## src/sv/mtcd_pkg.sv

```systemverilog
// Package for the minutes-to-calendar-date unit: calendar constants, the
// sequencer state type, the serial divider control struct and the month table.
// No dependencies.
package mtcd_pkg;

  localparam int DATE_BITS_DEFAULT = 32;

  localparam int MIN_PER_DAY      = 1440;
  localparam int MIN_PER_HOUR     = 60;
  localparam int DAYS_PER_CYCLE   = 1461;
  localparam int DAYS_LEAP_YEAR   = 366;
  localparam int DAYS_COMMON_YEAR = 365;

  // Remainders below 1461 and minute-of-day values below 1440 fit in 11 bits.
  localparam int DAY_REM_BITS  = 11;
  localparam int HOUR_REM_BITS = 6;

  // Index of December; the month walk never goes past it.
  localparam logic [3:0] LAST_MONTH_IDX = 4'd11;

  typedef enum logic [2:0] {
    ST_IDLE,
    ST_DAY,
    ST_SETUP,
    ST_CYCLE,
    ST_YEAR,
    ST_YRED,
    ST_MONTH
  } state_t;

  typedef struct packed {
    logic load;
    logic step;
  } sdiv_ctrl_t;

  // Length of month mo (0 is January) in days.
  function automatic logic [4:0] month_len(input logic [3:0] mo, input logic leap);
    logic [4:0] len;
    case (mo)
      4'd1: len = leap ? 5'd29 : 5'd28;
      4'd3, 4'd5, 4'd8, 4'd10: len = 5'd30;
      default: len = 5'd31;
    endcase
    return len;
  endfunction

endpackage

```

## src/sv/mtcd_serial_div.sv

```systemverilog
// Bit-serial restoring divider by a constant: one dividend bit per step.
// Depends on mtcd_pkg for the control struct.
module mtcd_serial_div #(
  parameter int DIVIDEND_BITS = 32,
  parameter int REM_BITS      = 11
) (
  input  logic                     clk,
  input  mtcd_pkg::sdiv_ctrl_t     ctrl,
  input  logic [DIVIDEND_BITS-1:0] dividend,
  input  logic [REM_BITS-1:0]      divisor,
  output logic [DIVIDEND_BITS-1:0] quotient,
  output logic [REM_BITS-1:0]      remainder
);

  logic [DIVIDEND_BITS-1:0] shreg;
  logic [REM_BITS-1:0]      rem;
  logic [REM_BITS:0]        trial;
  logic [REM_BITS:0]        diff;
  logic                     ge;

  // The dividend leaves at the top while quotient bits enter at the bottom.
  assign trial = {rem, shreg[DIVIDEND_BITS-1]};
  assign ge    = trial >= {1'b0, divisor};
  assign diff  = trial - {1'b0, divisor};

  always_ff @(posedge clk) begin
    if (ctrl.load) begin
      shreg <= dividend;
      rem   <= '0;
    end else if (ctrl.step) begin
      shreg <= {shreg[DIVIDEND_BITS-2:0], ge};
      rem   <= ge ? diff[REM_BITS-1:0] : trial[REM_BITS-1:0];
    end
  end

  assign quotient  = shreg;
  assign remainder = rem;

endmodule

```

## src/sv/minutes_to_calendar_date_unit.sv

```systemverilog
// Top level of the minutes-to-calendar-date unit.
// Depends on mtcd_pkg and mtcd_serial_div.

// Converts a count of minutes since 1980-01-01 00:00 into month, day of month,
// hour and minute, using the every-fourth-year leap rule with no century
// exception. One transaction is worked on at a time, paced by the bit-serial
// dividers: the minute count is divided by 1440 one bit per cycle, then the
// day count is reduced modulo 1461 one bit per cycle while the minute of the
// day is split into hour and minute alongside it, and a year and month walk
// follows. The result sits in an output register, so a new transaction is
// taken as soon as the sequencer is idle, even while the previous result
// still waits to be taken.
module minutes_to_calendar_date_unit #(
  parameter int DATE_BITS = mtcd_pkg::DATE_BITS_DEFAULT
) (
  input  logic        clk,
  input  logic        rst,
  input  logic        in_valid,
  output logic        in_ready,
  input  logic [31:0] minutes_since_1980,
  output logic        out_valid,
  input  logic        out_ready,
  output logic [3:0]  month,
  output logic [4:0]  day_of_month,
  output logic [4:0]  hour,
  output logic [5:0]  minute
);

  // The day count is below 2^DATE_BITS / 1440, so it needs ten fewer bits.
  localparam int DAY_BITS  = DATE_BITS - 10;
  localparam int MOD_BITS  = mtcd_pkg::DAY_REM_BITS;
  localparam int HR_BITS   = mtcd_pkg::HOUR_REM_BITS;
  localparam int CYC_STEPS = (DAY_BITS > MOD_BITS) ? DAY_BITS : MOD_BITS;
  localparam int CNT_BITS  = $clog2(DATE_BITS + 1);

  mtcd_pkg::state_t state, state_next;
  logic [CNT_BITS-1:0] cnt, cnt_next;
  logic [MOD_BITS-1:0] d, d_next;
  logic [3:0]          mo, mo_next;
  logic                leap, leap_next;
  logic                out_load;

  mtcd_pkg::sdiv_ctrl_t day_ctrl, cyc_ctrl, hr_ctrl;

  logic [DATE_BITS-1:0] day_quot;
  logic [MOD_BITS-1:0]  day_rem;
  logic [DAY_BITS-1:0]  cyc_quot;
  logic [MOD_BITS-1:0]  cyc_rem;
  logic [MOD_BITS-1:0]  hr_quot;
  logic [HR_BITS-1:0]   hr_rem;
  logic [4:0]           len;

  // Minutes to whole days; the remainder is the minute of the day.
  mtcd_serial_div #(
    .DIVIDEND_BITS(DATE_BITS),
    .REM_BITS     (MOD_BITS)
  ) u_div_day (
    .clk      (clk),
    .ctrl     (day_ctrl),
    .dividend (minutes_since_1980[DATE_BITS-1:0]),
    .divisor  (MOD_BITS'(mtcd_pkg::MIN_PER_DAY)),
    .quotient (day_quot),
    .remainder(day_rem)
  );

  // Day count reduced to the day within the current 4-year cycle.
  mtcd_serial_div #(
    .DIVIDEND_BITS(DAY_BITS),
    .REM_BITS     (MOD_BITS)
  ) u_div_cycle (
    .clk      (clk),
    .ctrl     (cyc_ctrl),
    .dividend (day_quot[DAY_BITS-1:0]),
    .divisor  (MOD_BITS'(mtcd_pkg::DAYS_PER_CYCLE)),
    .quotient (cyc_quot),
    .remainder(cyc_rem)
  );

  // Minute of the day split into hour and minute.
  mtcd_serial_div #(
    .DIVIDEND_BITS(MOD_BITS),
    .REM_BITS     (HR_BITS)
  ) u_div_hour (
    .clk      (clk),
    .ctrl     (hr_ctrl),
    .dividend (day_rem),
    .divisor  (HR_BITS'(mtcd_pkg::MIN_PER_HOUR)),
    .quotient (hr_quot),
    .remainder(hr_rem)
  );

  assign in_ready = (state == mtcd_pkg::ST_IDLE);
  assign len      = mtcd_pkg::month_len(mo, leap);

  always_ff @(posedge clk) begin
    if (rst) begin
      state     <= mtcd_pkg::ST_IDLE;
      cnt       <= '0;
      out_valid <= 1'b0;
    end else begin
      state <= state_next;
      cnt   <= cnt_next;
      if (out_load) begin
        out_valid <= 1'b1;
      end else if (out_ready) begin
        out_valid <= 1'b0;
      end
    end
  end

  always_ff @(posedge clk) begin
    d    <= d_next;
    mo   <= mo_next;
    leap <= leap_next;
    if (out_load) begin
      month        <= mo + 4'd1;
      day_of_month <= d[4:0] + 5'd1;
      hour         <= hr_quot[4:0];
      minute       <= hr_rem;
    end
  end

  always_comb begin
    state_next = state;
    cnt_next   = cnt;
    d_next     = d;
    mo_next    = mo;
    leap_next  = leap;
    out_load   = 1'b0;
    day_ctrl   = '0;
    cyc_ctrl   = '0;
    hr_ctrl    = '0;
    case (state)
      mtcd_pkg::ST_IDLE: begin
        if (in_valid) begin
          day_ctrl.load = 1'b1;
          cnt_next      = CNT_BITS'(DATE_BITS - 1);
          state_next    = mtcd_pkg::ST_DAY;
        end
      end
      mtcd_pkg::ST_DAY: begin
        day_ctrl.step = 1'b1;
        cnt_next      = cnt - 1'b1;
        if (cnt == '0) begin
          state_next = mtcd_pkg::ST_SETUP;
        end
      end
      mtcd_pkg::ST_SETUP: begin
        cyc_ctrl.load = 1'b1;
        hr_ctrl.load  = 1'b1;
        cnt_next      = CNT_BITS'(CYC_STEPS - 1);
        state_next    = mtcd_pkg::ST_CYCLE;
      end
      mtcd_pkg::ST_CYCLE: begin
        // Each divider takes its last steps so that both finish together.
        cyc_ctrl.step = (cnt < CNT_BITS'(DAY_BITS));
        hr_ctrl.step  = (cnt < CNT_BITS'(MOD_BITS));
        cnt_next      = cnt - 1'b1;
        if (cnt == '0) begin
          state_next = mtcd_pkg::ST_YEAR;
        end
      end
      mtcd_pkg::ST_YEAR: begin
        mo_next = '0;
        if (cyc_rem < MOD_BITS'(mtcd_pkg::DAYS_LEAP_YEAR)) begin
          leap_next  = 1'b1;
          d_next     = cyc_rem;
          state_next = mtcd_pkg::ST_MONTH;
        end else begin
          leap_next  = 1'b0;
          d_next     = cyc_rem - MOD_BITS'(mtcd_pkg::DAYS_LEAP_YEAR);
          state_next = mtcd_pkg::ST_YRED;
        end
      end
      mtcd_pkg::ST_YRED: begin
        // At most two more common years remain in the cycle.
        if (d >= MOD_BITS'(mtcd_pkg::DAYS_COMMON_YEAR)) begin
          d_next = d - MOD_BITS'(mtcd_pkg::DAYS_COMMON_YEAR);
        end else begin
          state_next = mtcd_pkg::ST_MONTH;
        end
      end
      mtcd_pkg::ST_MONTH: begin
        if ((mo < mtcd_pkg::LAST_MONTH_IDX) && (d >= MOD_BITS'(len))) begin
          d_next  = d - MOD_BITS'(len);
          mo_next = mo + 4'd1;
        end else if (!out_valid || out_ready) begin
          out_load   = 1'b1;
          state_next = mtcd_pkg::ST_IDLE;
        end
      end
      default: begin
        state_next = mtcd_pkg::ST_IDLE;
      end
    endcase
  end

endmodule

```

## config.mk

```make
export PLATFORM = sky130hd
export DESIGN_NAME = minutes_to_calendar_date_unit
export DESIGN_NICKNAME = d
export VERILOG_FILES = /design/src/sv/mtcd_pkg.sv /design/src/sv/mtcd_serial_div.sv /design/src/sv/minutes_to_calendar_date_unit.sv
export SDC_FILE = /design/constraint.sdc
export NUM_CORES = 1
export LEC_CHECK = 0
export ABC_AREA = 1
export BUFFER_PORTS_ARGS = -buffer_cell sky130_fd_sc_hd__buf_2
export CAP_MARGIN = 20
export CORE_UTILIZATION = 39
export CTS_BUF_LIST = sky130_fd_sc_hd__clkbuf_4
export DETAILED_ROUTE_END_ITERATION = 6
export PLACE_DENSITY_LB_ADDON = 0.12
export SYNTH_ARGS = -nofsm -noshare
export SYNTH_HDL_FRONTEND = slang
export SYNTH_HIERARCHICAL = 1
export SYNTH_SLANG_ARGS = --single-unit
```

## constraint.sdc

```tcl
create_clock -name clk -period 2.9 [get_ports clk]
set_input_delay 0.29 -clock clk [delete_from_list [all_inputs] [get_ports clk]]
set_output_delay 0.29 -clock clk [all_outputs]
set_load 0.05 [all_outputs]
```

==> results summary <==
Setup violations remaining at the end of the flow were counted as 0. The register area is 0.00379 sq mm. The number of placement rows is 54. The overall fraction of global-route tracks in use is 18.1%. In this run the deepest clock path goes through 2 buffers. The clock arrives with 0.0330 ns of skew. Entering global routing, the biggest net connects 34 pins. The detail route stage leaves a number of antenna-violating nets equal to 0. In the routed layout, each cell is associated on average with a via count of approximately 4.7. In the post-synthesis netlist, the biggest area contributors are sky130_fd_sc_hd__edfxtp_1 34%, sky130_fd_sc_hd__nand2_1 18%, sky130_fd_sc_hd__dfxtp_1 8.6%. The path class of the tightest hold or removal check is input pin to register. The share of final-layout standard cells stronger than drive strength 1 is 13.8%. The total power per unit cell area is 964 mW/mm^2. The clock latency on the worst-skew pair is 0.55 ns.

The clock transition time at the flip-flop clock pins of the worst setup and hold paths is 0.16 ns. The number of filler cells placed in the layout came out at 2232. The biggest area contributor in the post-synthesis netlist is sky130_fd_sc_hd__edfxtp_1. The port buffer count came out at between 50 and 60.

The average cell area after synthesis came out at 7.55 sq um. The classification of the worst setup path is register to register. The detailed-route DRC error count is 0. The fraction of post-synthesis cell area in the top cell type by area came out at 34.1%. By instance count, the cell type seen most on the critical path is sky130_fd_sc_hd__nand2_2. The worst register-to-register path begins at mo[0].

Summed over all layers, the global routing overflow is 0. The die outline area came out at 0.0234 sq mm. The launching instance or port of the critical path is mo[0]. The sequential cell area fraction in the yosys report came out at a little over two fifths. The cell type of the slowest stage on the worst timing path is sky130_fd_sc_hd__edfxtp_1. Among all flip-flop cells after synthesis, the most frequent one is sky130_fd_sc_hd__edfxtp_1. The weighted congestion reported at the end of routability-driven placement is 0.876. The worst setup path is captured at a register. The cell area after synthesis is 0.00889 sq mm.

For the worst setup path, the data required time is about 3.2 ns. The wire length of the first global-routing pass is roughly 34 mm. The total power consumption of the routed design came out at approximately 10000 uW. The number of flops mapped to enable cells by yosys came out at roughly 100.

Adding up every negative setup slack in the final design gives 0 ns. The total core area came out at 0.0221 sq mm. The number of H-tree levels came out at 4. The via count of the first global-routing pass came out at between 7k and 8k.

The fraction of registers with async set or reset after synthesis is 0%. The number of buffers inserted during clock tree synthesis is 17. Yosys mapped the design onto 50 distinct sky130hd cell types. Setup repair after global routing left no endpoint under its margin. Of all nets on the critical path, the largest fanout is 9. The footprint of the multi-input gates came out at 0.00442 sq mm.

The final worst-path cycle share came out at between 90% and 100%. TritonCTS built the clock tree. The worst relative slew slack came out at around a third. The endpoint of the lowest-slack register-to-register path is month[0]. The flip-flop and latch count after synthesis came out at 139. Clock tree synthesis selected as its root buffer the cell sky130_fd_sc_hd__clkbuf_4. The net count of the finished layout came out at 1388. The routed design has ~20 mm of wire. The layout overhead on the synthesized area is 15.9%. The worst hold path begins at out_ready. The number of sinks handled by clock tree synthesis is 139.

The mean routed wirelength per cell came out at 12.5 um. The count of maximum capacitance violations is 0. The peak per-stage delay on the critical path came out at 0.51 ns. The number of detailed-routing iterations run before antenna repair is 4.

The final HPWL from detailed placement came out at approximately 15 mm. The number of cells traversed by the worst register-to-register path is 15. The worst path in the final design needs a cycle of 2.66 ns, including I/O delays and setup. The leakage power is slightly above 0.005 uW. The routed via count came out at ~7.5k. The cell count of the worst hold path is 3. The flow ran to the end, and the final reports show no timing, DRC or antenna violations. The cell count after synthesis came out at 1178. Static timing analysis puts the maximum clock frequency at 0.376 GHz. The height of the die came out at 153 um.

The final max-slew violation count is 0. Pin placement for this block handled 58 I/O pins. The worst setup path is launched from a register.

The peak supply drop is 0.360 mV. The initial antenna violation count was 1. The DRC violation total after the first TritonRoute iteration is 389. The initial standard-cell utilization of the core came out at between 40% and 50%.

The arrival time at the worst endpoint came out at 2.92 ns. The transition at the pin with the smallest max-transition slack came out at 1.00 ns. The number of synthesis warnings is 6. The minimum setup slack among reg-to-reg paths came out at roughly 0.24 ns. The number of hold violations in the final report came out at 0. The hold-critical path endpoint is out_valid. The critical path goes through inv_2 > ha_1 > nor2_1 > o32ai_1 > a21oi_1 > ha_2 > inv_1 > nand2_2 > nand2_4 > a21oi_2 > nand3_1 > nand2_1 > nand2_2 > nor2_2 > buf_4. The chip width is 153 um.
[per-stage QoR]
step	setup WS, ns	utilization [%]	hold WS (ns)	std cells	cell area, sq um
floorplan	0.112	-	0.359	1208	9000
global placement	0.247	43.4	0.441	1530	9580
detailed placement	0.163	43.4	0.438	1530	9580
CTS	0.0469	46.3	0.00745	1594	10200
global route	0.0744	46.6	0.0119	1600	10300
finish	0.242	46.6	0.0330	1600	10300
[routing by layer]
layer / vias up / global-route usage (%) / routed length [um]
met1: 3336 / 24.5 / 9970
li1: 4017 / - / -
met4: 0 / 4.86 / 243
met3: 16 / 4.00 / 861
met2: 128 / 29.0 / 8950
met5: - / 0 / 0
[flip-flops by register name, summed over array words and instances (netlist names), 4 cells and up]
signal	cells
u_div_day/remainder	11
minute	6
u_div_cycle/remainder	11
u_div_cycle/quotient	22
hour	5
mo	4
day_of_month	5
cnt	6
u_div_day/quotient	32
d	11
u_div_hour/quotient	11
u_div_hour/remainder	6
month	4
[how the worst max path moves through the flow]
stage / end / depth (start not counted)
2_1_floorplan: day_of_month[0] / 13
3_3_place_gp: day_of_month[4] / 14
3_5_place_dp: day_of_month[4] / 14
4_1_cts: out_valid / 14
5_1_grt: d[9] / 13
6_report: month[0] / 15
[critical path, delay by kind of cell, from the launching register on]
family                     cells  cell delay [ns]
AOI/OAI and AO/OA              3             0.41
buffers and inverters          3             0.33
and+or+nand+nor                7             0.70
adders and majority gates      2             0.41
DFF                            1             0.51
[cell families after synthesis]
logic type	Yosys count	share of synthesized area, %
other cells	2	0.0845
simple gates	691	34.4
buf+inv	207	9.43
compound gates	75	4.80
flops	139	42.7
fa+ha+maj	46	6.81
xor+xnor	18	1.77
[final cells by class]
| class | count | area share, % |
|---|---|---|
| antenna | 1 | 0.0243 |
| timing repair buffer | 109 | 7.31 |
| inverter | 177 | 6.45 |
| clock buffer | 17 | 1.24 |
| clock inverter | 15 | 1.86 |
| multi-input combinational | 862 | 42.9 |
| tap | 280 | 3.40 |
| sequential | 139 | 36.8 |
[where the power goes]
part           internal [uW]  switching [uW]  leakage [uW]
combinational           1660            3140       0.00368
clock                    421             910      0.000169
sequential              3250             555       0.00126
[cells in the final DEF (no fill, tap or decap), types with 5 or more instances in the layout]
| cell | instances |
|---|---|
| sky130_fd_sc_hd__conb_1 | 32 |
| sky130_fd_sc_hd__clkbuf_4 | 17 |
| sky130_fd_sc_hd__nor2_1 | 61 |
| sky130_fd_sc_hd__o21ai_0 | 22 |
| sky130_fd_sc_hd__nand4_1 | 33 |
| sky130_fd_sc_hd__ha_1 | 39 |
| sky130_fd_sc_hd__dfxtp_1 | 38 |
| sky130_fd_sc_hd__nand2_1 | 427 |
| sky130_fd_sc_hd__buf_4 | 21 |
| sky130_fd_sc_hd__clkinv_8 | 6 |
| sky130_fd_sc_hd__nand3_2 | 10 |
| sky130_fd_sc_hd__inv_2 | 11 |
| sky130_fd_sc_hd__edfxtp_1 | 101 |
| sky130_fd_sc_hd__nand3b_1 | 5 |
| sky130_fd_sc_hd__buf_2 | 57 |
| sky130_fd_sc_hd__xor2_1 | 12 |
| sky130_fd_sc_hd__nand2_2 | 20 |
| sky130_fd_sc_hd__nand3_1 | 103 |
| sky130_fd_sc_hd__dlygate4sd3_1 | 31 |
| sky130_fd_sc_hd__nor3_1 | 6 |
| sky130_fd_sc_hd__a21oi_1 | 27 |
| sky130_fd_sc_hd__inv_1 | 166 |
| sky130_fd_sc_hd__xnor2_1 | 6 |
| sky130_fd_sc_hd__nor2_2 | 11 |
| sky130_fd_sc_hd__inv_8 | 6 |
[cells in the mapped netlist, drive strengths merged, types with 2 or more instances]
cell / number
nand4: 35
xor2: 12
o21bai: 2
nand2: 448
edfxtp: 101
a21oi: 31
and2: 2
ha: 42
a31oi: 3
xnor2: 6
nor2: 74
or2: 4
a211oi: 2
nand3b: 5
nor3: 7
o21ai: 27
fa: 4
inv: 177
conb: 2
dfxtp: 38
buf: 13
clkbuf: 17
a21o: 2
o211ai: 2
nand3: 114
[what timing repair did]
action                                  in CTS  in global routing
hold endpoints to repair                    33                  0
resized for setup                            0                 13
endpoints found under the setup margin       0                 21
buffers inserted                             0                  6
hold buffers                                32                  0
(Power assumes the default switching activity.)
